[src/rtl/lspp_pkg.sv]
`default_nettype none
// ----------------------------------------------------------------------------
// lspp_pkg
// Types and constants shared by the lidar scan packet parser modules.
// ----------------------------------------------------------------------------
package lspp_pkg;

    localparam logic [7:0] HDR_BYTE_A = 8'hAA;
    localparam logic [7:0] HDR_BYTE_B = 8'h55;

    // result kind codes
    localparam logic KIND_SAMPLE = 1'b0;
    localparam logic KIND_END    = 1'b1;

    // One received byte with its header classification.
    typedef struct packed {
        logic [7:0] data;
        logic       is_aa;
        logic       is_55;
    } byte_item_t;

    // Queue status seen by the front and back parts.
    typedef struct packed {
        logic full;
        logic empty;
    } queue_status_t;

endpackage
`default_nettype wire

[src/rtl/lspp_front.sv]
`default_nettype none
// ----------------------------------------------------------------------------
// lspp_front
// Accepts stream bytes and tags header bytes before they enter the queue.
// ----------------------------------------------------------------------------
module lspp_front (
    input  wire logic                    in_valid,
    output logic                         in_stall,
    input  wire logic [7:0]              data_byte,
    input  wire lspp_pkg::queue_status_t q_status,
    output logic                         push,
    output lspp_pkg::byte_item_t         push_item
);
    import lspp_pkg::*;

    assign in_stall = q_status.full;
    assign push     = in_valid && !q_status.full;

    always_comb
    begin
        push_item.data  = data_byte;
        push_item.is_aa = (data_byte == HDR_BYTE_A);
        push_item.is_55 = (data_byte == HDR_BYTE_B);
    end

endmodule
`default_nettype wire

[src/rtl/lspp_queue.sv]
`default_nettype none
// ----------------------------------------------------------------------------
// lspp_queue
// Short FIFO of classified bytes between the front and back parts.
// ----------------------------------------------------------------------------
module lspp_queue #(
    parameter int DEPTH = 4
) (
    input  wire logic                 clk,
    input  wire logic                 rst_n,
    input  wire logic                 push,
    input  wire lspp_pkg::byte_item_t push_item,
    input  wire logic                 pop,
    output lspp_pkg::byte_item_t      head_item,
    output lspp_pkg::queue_status_t   q_status
);
    import lspp_pkg::*;

    localparam int PW = $clog2(DEPTH);
    localparam int CW = PW + 1;
    localparam logic [CW-1:0] DEPTH_C = CW'(DEPTH);

    byte_item_t    entry_reg [DEPTH];
    logic [PW-1:0] wr_ptr_reg, wr_ptr_next;
    logic [PW-1:0] rd_ptr_reg, rd_ptr_next;
    logic [CW-1:0] count_reg, count_next;

    assign q_status.full  = (count_reg == DEPTH_C);
    assign q_status.empty = (count_reg == '0);
    assign head_item      = entry_reg[rd_ptr_reg];

    always_comb
    begin
        wr_ptr_next = push ? wr_ptr_reg + 1'b1 : wr_ptr_reg;
        rd_ptr_next = pop ? rd_ptr_reg + 1'b1 : rd_ptr_reg;
        count_next  = count_reg;
        if (push && !pop)
        begin
            count_next = count_reg + 1'b1;
        end
        else if (pop && !push)
        begin
            count_next = count_reg - 1'b1;
        end
    end

    always_ff @(posedge clk or negedge rst_n)
    begin
        if (!rst_n)
        begin
            wr_ptr_reg <= '0;
            rd_ptr_reg <= '0;
            count_reg  <= '0;
        end
        else
        begin
            wr_ptr_reg <= wr_ptr_next;
            rd_ptr_reg <= rd_ptr_next;
            count_reg  <= count_next;
        end
    end

    always_ff @(posedge clk)
    begin
        if (push)
        begin
            entry_reg[wr_ptr_reg] <= push_item;
        end
    end

`ifndef SYNTHESIS
    a_count_bound: assert property (@(posedge clk) disable iff (!rst_n)
        count_reg <= DEPTH_C)
        else $error("queue count beyond depth");
    a_pop_nonempty: assert property (@(posedge clk) disable iff (!rst_n)
        pop |-> count_reg != '0)
        else $error("pop from empty queue");
`endif

endmodule
`default_nettype wire

[src/rtl/lspp_back.sv]
`default_nettype none
// ----------------------------------------------------------------------------
// lspp_back
// Packet state machine: header capture, checksum, sample results.
// ----------------------------------------------------------------------------
module lspp_back (
    input  wire logic                    clk,
    input  wire logic                    rst_n,
    input  wire lspp_pkg::byte_item_t    head_item,
    input  wire lspp_pkg::queue_status_t q_status,
    output logic                         pop,
    output logic                         out_valid,
    input  wire logic                    out_stall,
    output logic                         kind,
    output logic [6:0]                   sample_index,
    output logic [13:0]                  distance_mm,
    output logic [14:0]                  start_angle,
    output logic [14:0]                  end_angle,
    output logic [7:0]                   packet_type,
    output logic                         last,
    output logic                         checksum_ok
);
    import lspp_pkg::*;

    localparam logic [3:0] PH_HUNT_A  = 4'd0;
    localparam logic [3:0] PH_HUNT_B  = 4'd1;
    localparam logic [3:0] PH_TYPE    = 4'd2;
    localparam logic [3:0] PH_COUNT   = 4'd3;
    localparam logic [3:0] PH_FSA_LO  = 4'd4;
    localparam logic [3:0] PH_FSA_HI  = 4'd5;
    localparam logic [3:0] PH_LSA_LO  = 4'd6;
    localparam logic [3:0] PH_LSA_HI  = 4'd7;
    localparam logic [3:0] PH_CS_0    = 4'd8;
    localparam logic [3:0] PH_CS_1    = 4'd9;
    localparam logic [3:0] PH_SAMPLES = 4'd10;

    localparam logic [15:0] HDR_WORD = {HDR_BYTE_A, HDR_BYTE_B};

    logic [3:0]  phase_reg, phase_next;
    logic        pair_hi_reg, pair_hi_next;
    logic [7:0]  left_reg, left_next;
    logic [15:0] ck_reg, ck_next;
    logic [7:0]  held_reg, held_next;
    logic [14:0] start_reg, start_next;
    logic [14:0] end_reg, end_next;
    logic [15:0] exp_reg, exp_next;
    logic [7:0]  type_reg, type_next;
    logic [6:0]  cnt_reg, cnt_next;

    logic        out_valid_reg, out_valid_next;
    logic        kind_reg, kind_next;
    logic [6:0]  idx_reg, idx_next;
    logic [13:0] dist_reg, dist_next;
    logic        last_reg, last_next;
    logic        ok_reg, ok_next;
    logic        emit;

    logic [7:0]  b;

    assign b   = head_item.data;
    assign pop = !q_status.empty && (!out_valid_reg || !out_stall);

    always_comb
    begin
        phase_next   = phase_reg;
        pair_hi_next = pair_hi_reg;
        left_next    = left_reg;
        ck_next      = ck_reg;
        held_next    = held_reg;
        start_next   = start_reg;
        end_next     = end_reg;
        exp_next     = exp_reg;
        type_next    = type_reg;
        cnt_next     = cnt_reg;
        emit         = 1'b0;
        kind_next    = kind_reg;
        idx_next     = idx_reg;
        dist_next    = dist_reg;
        last_next    = last_reg;
        ok_next      = ok_reg;

        case (phase_reg)
            PH_HUNT_B:
            begin
                if (head_item.is_55)
                begin
                    ck_next    = HDR_WORD;
                    phase_next = PH_TYPE;
                end
                else if (!head_item.is_aa)
                begin
                    phase_next = PH_HUNT_A;
                end
            end
            PH_TYPE:
            begin
                type_next  = b;
                phase_next = PH_COUNT;
            end
            PH_COUNT:
            begin
                left_next  = b;
                ck_next    = ck_reg ^ {type_reg, b};
                phase_next = PH_FSA_LO;
            end
            PH_FSA_LO:
            begin
                held_next  = b;
                phase_next = PH_FSA_HI;
            end
            PH_FSA_HI:
            begin
                ck_next    = ck_reg ^ {held_reg, b};
                start_next = {b, held_reg[7:1]};
                phase_next = PH_LSA_LO;
            end
            PH_LSA_LO:
            begin
                held_next  = b;
                phase_next = PH_LSA_HI;
            end
            PH_LSA_HI:
            begin
                ck_next    = ck_reg ^ {held_reg, b};
                end_next   = {b, held_reg[7:1]};
                phase_next = PH_CS_0;
            end
            PH_CS_0:
            begin
                held_next  = b;
                phase_next = PH_CS_1;
            end
            PH_CS_1:
            begin
                exp_next     = {held_reg, b};
                cnt_next     = '0;
                pair_hi_next = 1'b0;
                if (left_reg == '0)
                begin
                    // empty packet: end result on the checksum byte
                    emit       = 1'b1;
                    kind_next  = KIND_END;
                    idx_next   = '0;
                    dist_next  = '0;
                    last_next  = 1'b1;
                    ok_next    = (ck_reg == {held_reg, b});
                    phase_next = PH_HUNT_A;
                end
                else
                begin
                    phase_next = PH_SAMPLES;
                end
            end
            PH_SAMPLES:
            begin
                left_next = left_reg - 1'b1;
                if (!pair_hi_reg)
                begin
                    held_next = b;
                    if (left_reg == 8'd1)
                    begin
                        // odd trailing byte, paired with zero
                        ck_next    = ck_reg ^ {b, 8'h00};
                        emit       = 1'b1;
                        kind_next  = KIND_END;
                        idx_next   = cnt_reg;
                        dist_next  = '0;
                        last_next  = 1'b1;
                        ok_next    = ((ck_reg ^ {b, 8'h00}) == exp_reg);
                        phase_next = PH_HUNT_A;
                    end
                    else
                    begin
                        pair_hi_next = 1'b1;
                    end
                end
                else
                begin
                    ck_next      = ck_reg ^ {held_reg, b};
                    pair_hi_next = 1'b0;
                    emit         = 1'b1;
                    kind_next    = KIND_SAMPLE;
                    idx_next     = cnt_reg;
                    dist_next    = {b, held_reg[7:2]};
                    last_next    = (left_reg == 8'd1);
                    ok_next      = (left_reg == 8'd1)
                                   && ((ck_reg ^ {held_reg, b}) == exp_reg);
                    cnt_next     = cnt_reg + 1'b1;
                    if (left_reg == 8'd1)
                    begin
                        phase_next = PH_HUNT_A;
                    end
                end
            end
            default:
            begin
                phase_next = head_item.is_aa ? PH_HUNT_B : PH_HUNT_A;
            end
        endcase
    end

    always_comb
    begin
        if (pop && emit)
        begin
            out_valid_next = 1'b1;
        end
        else if (!out_stall)
        begin
            out_valid_next = 1'b0;
        end
        else
        begin
            out_valid_next = out_valid_reg;
        end
    end

    always_ff @(posedge clk or negedge rst_n)
    begin
        if (!rst_n)
        begin
            phase_reg     <= PH_HUNT_A;
            pair_hi_reg   <= 1'b0;
            left_reg      <= '0;
            ck_reg        <= '0;
            held_reg      <= '0;
            start_reg     <= '0;
            end_reg       <= '0;
            exp_reg       <= '0;
            type_reg      <= '0;
            cnt_reg       <= '0;
            out_valid_reg <= 1'b0;
        end
        else
        begin
            out_valid_reg <= out_valid_next;
            if (pop)
            begin
                phase_reg   <= phase_next;
                pair_hi_reg <= pair_hi_next;
                left_reg    <= left_next;
                ck_reg      <= ck_next;
                held_reg    <= held_next;
                start_reg   <= start_next;
                end_reg     <= end_next;
                exp_reg     <= exp_next;
                type_reg    <= type_next;
                cnt_reg     <= cnt_next;
            end
        end
    end

    // result payload, loaded only with a new result
    logic [14:0] o_start_reg;
    logic [14:0] o_end_reg;
    logic [7:0]  o_type_reg;

    always_ff @(posedge clk)
    begin
        if (pop && emit)
        begin
            kind_reg    <= kind_next;
            idx_reg     <= idx_next;
            dist_reg    <= dist_next;
            last_reg    <= last_next;
            ok_reg      <= ok_next;
            o_start_reg <= start_reg;
            o_end_reg   <= end_reg;
            o_type_reg  <= type_reg;
        end
    end

    assign out_valid    = out_valid_reg;
    assign kind         = kind_reg;
    assign sample_index = idx_reg;
    assign distance_mm  = dist_reg;
    assign start_angle  = o_start_reg;
    assign end_angle    = o_end_reg;
    assign packet_type  = o_type_reg;
    assign last         = last_reg;
    assign checksum_ok  = ok_reg;

`ifndef SYNTHESIS
    a_ok_only_last: assert property (@(posedge clk) disable iff (!rst_n)
        out_valid_reg && !last_reg |-> !ok_reg)
        else $error("checksum flag on a result that is not last");
    a_end_kind: assert property (@(posedge clk) disable iff (!rst_n)
        out_valid_reg && (kind_reg == KIND_END) |-> last_reg && dist_reg == '0)
        else $error("end result without last or with distance");
    a_hunt_clean: assert property (@(posedge clk) disable iff (!rst_n)
        pop && emit && last_next |=> phase_reg == PH_HUNT_A)
        else $error("parser not hunting after packet end");
`endif

endmodule
`default_nettype wire

[src/rtl/lidar_scan_packet_parser_unit.sv]
`default_nettype none
// ----------------------------------------------------------------------------
// lidar_scan_packet_parser_unit
// Byte-serial lidar scan packet parser with XOR checksum check.
// ----------------------------------------------------------------------------
// Channel  Handshake            Payload
// -------  -------------------  ------------------------------------------
// in       in_valid / in_stall  data_byte
// out      out_valid/out_stall  kind, sample_index, distance_mm,
//                               start_angle, end_angle, packet_type,
//                               last, checksum_ok
//
// One byte per cycle while neither side stalls; a result passes the queue register
// and then the output register of the back state machine.
// The front stalls only when the byte queue is full; the back stalls only
// when a result is held by out_stall.
// rst_n is asynchronous; reset empties the queue and puts the parser in
// header hunt.
// ----------------------------------------------------------------------------
module lidar_scan_packet_parser_unit #(
    parameter int QUEUE_DEPTH = 4
) (
    input  wire logic        clk,
    input  wire logic        rst_n,
    input  wire logic        in_valid,
    output logic             in_stall,
    input  wire logic [7:0]  data_byte,
    output logic             out_valid,
    input  wire logic        out_stall,
    output logic             kind,
    output logic [6:0]       sample_index,
    output logic [13:0]      distance_mm,
    output logic [14:0]      start_angle,
    output logic [14:0]      end_angle,
    output logic [7:0]       packet_type,
    output logic             last,
    output logic             checksum_ok
);
    import lspp_pkg::*;

    queue_status_t q_status;
    byte_item_t    push_item;
    byte_item_t    head_item;
    logic          push;
    logic          pop;

    // front: accepts bytes, flags header bytes
    lspp_front u_front (
        .in_valid  (in_valid),
        .in_stall  (in_stall),
        .data_byte (data_byte),
        .q_status  (q_status),
        .push      (push),
        .push_item (push_item)
    );

    // decoupling queue; depth must be a power of two
    lspp_queue #(
        .DEPTH (QUEUE_DEPTH)
    ) u_queue (
        .clk       (clk),
        .rst_n     (rst_n),
        .push      (push),
        .push_item (push_item),
        .pop       (pop),
        .head_item (head_item),
        .q_status  (q_status)
    );

    // back: packet state machine and result register
    lspp_back u_back (
        .clk          (clk),
        .rst_n        (rst_n),
        .head_item    (head_item),
        .q_status     (q_status),
        .pop          (pop),
        .out_valid    (out_valid),
        .out_stall    (out_stall),
        .kind         (kind),
        .sample_index (sample_index),
        .distance_mm  (distance_mm),
        .start_angle  (start_angle),
        .end_angle    (end_angle),
        .packet_type  (packet_type),
        .last         (last),
        .checksum_ok  (checksum_ok)
    );

endmodule
`default_nettype wire
[config.mk]
export PLATFORM = sky130hd
export DESIGN_NAME = lidar_scan_packet_parser_unit
export DESIGN_NICKNAME = d
export VERILOG_FILES = /design/src/rtl/lspp_pkg.sv /design/src/rtl/lspp_front.sv /design/src/rtl/lspp_queue.sv /design/src/rtl/lspp_back.sv /design/src/rtl/lidar_scan_packet_parser_unit.sv
export SDC_FILE = /design/constraint.sdc
export NUM_CORES = 1
export LEC_CHECK = 0
export ABC_AREA = 1
export BUFFER_PORTS_ARGS = -buffer_cell sky130_fd_sc_hd__buf_2
export CORE_MARGIN = 2
export CORE_UTILIZATION = 50
export DETAILED_ROUTE_END_ITERATION = 8
export PLACE_DENSITY_LB_ADDON = 0.12
export SLEW_MARGIN = 20
export SYNTH_ARGS = -nofsm -noshare
export SYNTH_HDL_FRONTEND = slang
export SYNTH_SLANG_ARGS = --single-unit
[constraint.sdc]
create_clock -name clk -period 10.5 [get_ports clk]
set_input_delay 1.05 -clock clk [delete_from_list [all_inputs] [get_ports clk]]
set_output_delay 1.05 -clock clk [all_outputs]
set_load 0.01 [all_outputs]
==> flow_summary.ini <==
[clocking]
cts_made_buffers = 22
cts.repair_timing.setup_buffer_count = 0
clock_latency_ns = 0.51
clkSlewWorstSetupHoldPaths_ns = 0.06
ctsLongestPathBuffers = 3
cts_tree = built
clkSinkCount = 208
clockRootBuffer = clkbuf_16
cts.repair.resized = 0
postCtsHoldBufs = 0
ctsHtreeMaxLevel = 1

[sta]
slew_headroom = 0.310
final.setup_skew_ns = 0.0240
min_period_ns = 2.91
worst-slew-pin-transition_ns = 1.04
timing.final.max_slew_violations = 0
setup_viol = 0
fin_hold_ws_ns = 0.450
maxClockFrequency_mhz = 344
postLayoutSetupSlackWorst_ns = 7.59
rsz0062_at_grt = false
fin_crit_sh = 0.277
final.setup.tns_ns = 0
finalHoldViolations = 0

[detailed_routing]
first_pass_iters = 5
drt-vias-per-instance = 5.24
drcViolationCount = 0
detail_route.wl_per_cell_um = 16.0
antenna_left = 0
drt_iter0_drc = 446
vias = 6793
finalWirelength_um = 20700

[worst_setup_path]
criticalPathCategory = reg -> reg
worst-endpoint-arrival_ns = 3.14
critPathLaunchType = flip-flop
crit_fanout = 22
worstSetupEndpointType = flip-flop
reg2reg_from = u_queue.rd_ptr_reg[0]
startpoint_of_the_worst_setup_timing_path = u_queue.rd_ptr_reg[0]
worst-endpoint-required_ns = 10.73

[floorplan]
fp-row-count = 50
design.portCount = 76
overall_die_height_um = 141
dieArea_sq_um = 19800
die_w_um = 141
initial_utilization = 0.505
core-area_sq_um = 18500

[synth]
synthesized_area_fraction_occupied_by_ao_oa_aoi_and_oai_cells = 0.0813
synthesis.nets = 991
synth-simple-area-share = 0.218
synth_top_family_by_area = simple AND/OR/NAND/NOR gates
synth_xor_xnor_area_share = 0.0252
post_synth_adder_cell_area = 0.0129
share_of_synthesized_flip_flops_with_an_asynchronous_set_or_reset = 0.510
yosysUniqueCellTypes = 47
ys.warnings.count = 0
synth_sequential_area_ratio = 0.612
edff_count_synth = 102
postSynthAreaPerCell_sq_um = 9.64
muxShareOfSynthArea = 0.00120
postSynthCellCount = 970
synth-seq-cells = 208
mappedNetlistArea_sq_um = 9350
synth_ff_type = dfrtp_1

[cells_and_area]
area_of_the_multi_input_gates_sq_um = 3180
area.growth.synth_to_final_pct = 14.3
drive_gt1_frac = 0.148
antenna_cells = 0
layoutNonFillerInstCount = 1297
finish.instance_area_sq_um = 10700
max_ffs_per_register = 40
area.sequential_sq_um = 5720
nets = 1068
num-fill-cells = 1625

[power_and_ir_drop]
static-leakage-power_nw = 4.73
power.density_nw_per_um2 = 315
peakVddDrop_mv = 0.170

[place]
pre_cts_ws_ns = 7.39
dpl.cell_count = 1257
placed_cell_area_sq_um = 9920
finalWeightedCongestion = 0.900
detailed_place_hpwl_um = 14100
port_buffers = 75

[global_route]
first_global_vias = 6187
grt_first_pass_wirelength_um = 32900
total_global_routing_track_utilization = 0.211
antenna_found_initial = 0
overflow = 0
grt_max_degree = 56

[worst_hold_path]
hold_path.class = reg -> reg
hold_start = u_back.start_reg[6]

[run_status]
outcome = complete, no violations

[flow_run]
cap_viol_max_count = 0
[per-stage QoR]
| stage | utilization | total power, mW |
|---|---|---|
| 2_1_floorplan | - | 2.21 |
| 3_3_place_gp | 0.536 | 2.54 |
| 3_5_place_dp | 0.536 | 2.57 |
| 4_1_cts | 0.577 | 3.37 |
| 5_1_grt | 0.577 | 3.61 |
| 6_report | 0.577 | 3.36 |
[metal layers]
metal / track usage / part of all wire / routed length [um]
met4: 0.0689 / 0.026 / 541
met2: 0.329 / 0.45 / 9270
met1: 0.308 / 0.47 / 9790
met5: 0 / 0 / 0
met3: 0.0282 / 0.054 / 1130
[synth_stat cells (all sizes together), types with 2 or more instances]
master / instances / area, sq um
o211ai: 7 / 57.6
or2: 7 / 43.8
inv: 87 / 327
o31ai: 3 / 22.5
nand4: 6 / 37.5
a21oi: 14 / 70.1
buf: 14 / 91.3
nor4: 5 / 31.3
clkbuf: 11 / 41.3
edfxtp: 102 / 3060
xor2: 20 / 183
dfrtp: 106 / 2650
nand3b: 3 / 22.5
nand3: 75 / 380
nand2: 274 / 1060
ha: 8 / 100
nor3: 8 / 72.6
xnor2: 6 / 52.6
a32o: 2 / 20.0
o21ai: 109 / 549
nor2: 93 / 382
[placed cells by master (no fill, tap or decap), types with 8 or more instances in the layout]
master,instances
buf_2,74
nand2_1,264
edfxtp_1,102
nand2_2,9
inv_1,78
xor2_1,19
clkbuf_16,24
dfrtp_1,106
a21oi_1,14
inv_2,9
nor2_1,86
ha_1,8
nand3_1,74
o21ai_1,11
o21ai_0,97
[power by group]
part / internal [mW] / total (mW) / switching, mW
Combinational: 0.385 / 1.25 / 0.870
Clock: 0.482 / 0.802 / 0.320
Sequential: 1.12 / 1.31 / 0.186
[critical path, cell delays in order (launching register included)]
cell and delay (ns):
dfrtp_1 0.81, inv_2 0.34, nand2_1 0.13, nand3_1 0.19, nand2_1 0.55, xor2_1 0.17
nand3_1 0.12, nor2_1 0.05, nor2_1 0.17, nand2_1 0.11
[worst paths after layout]
| path | cells past startpoint | end | slack [ns] |
|---|---|---|---|
| max | 9 | u_back.checksum_ok | 7.59 |
| min | 0 | u_back.start_angle[6] | 0.45 |
| max reg2reg | 9 | u_back.checksum_ok | 7.59 |
| min reg2reg | 0 | u_back.start_angle[6] | 0.45 |
| max in group asynchronous | 2 | u_back.end_reg[2] | 8.73 |
| min in group asynchronous | 1 | u_back.end_reg[9] | 0.58 |
[cell type report]
cell class	count	share of cell area
clock inverters	10	0.0110
flip-flops and latches	208	0.535
multi-input cells	649	0.298
repair buffers	78	0.0375
well taps	234	0.0274
clock buffers	30	0.0602
inverters	88	0.0309
[cells by family (layout without fill, tap and decap cells)]
kind of cell,after synthesis,after routing
flops,208,208
compound gates,140,140
buf+inv,113,206
fa+ha+maj,9,9
simple gates,473,473
xor+xnor,26,26
mux,1,1
Note: power is estimated with default switching activity, not from simulation.
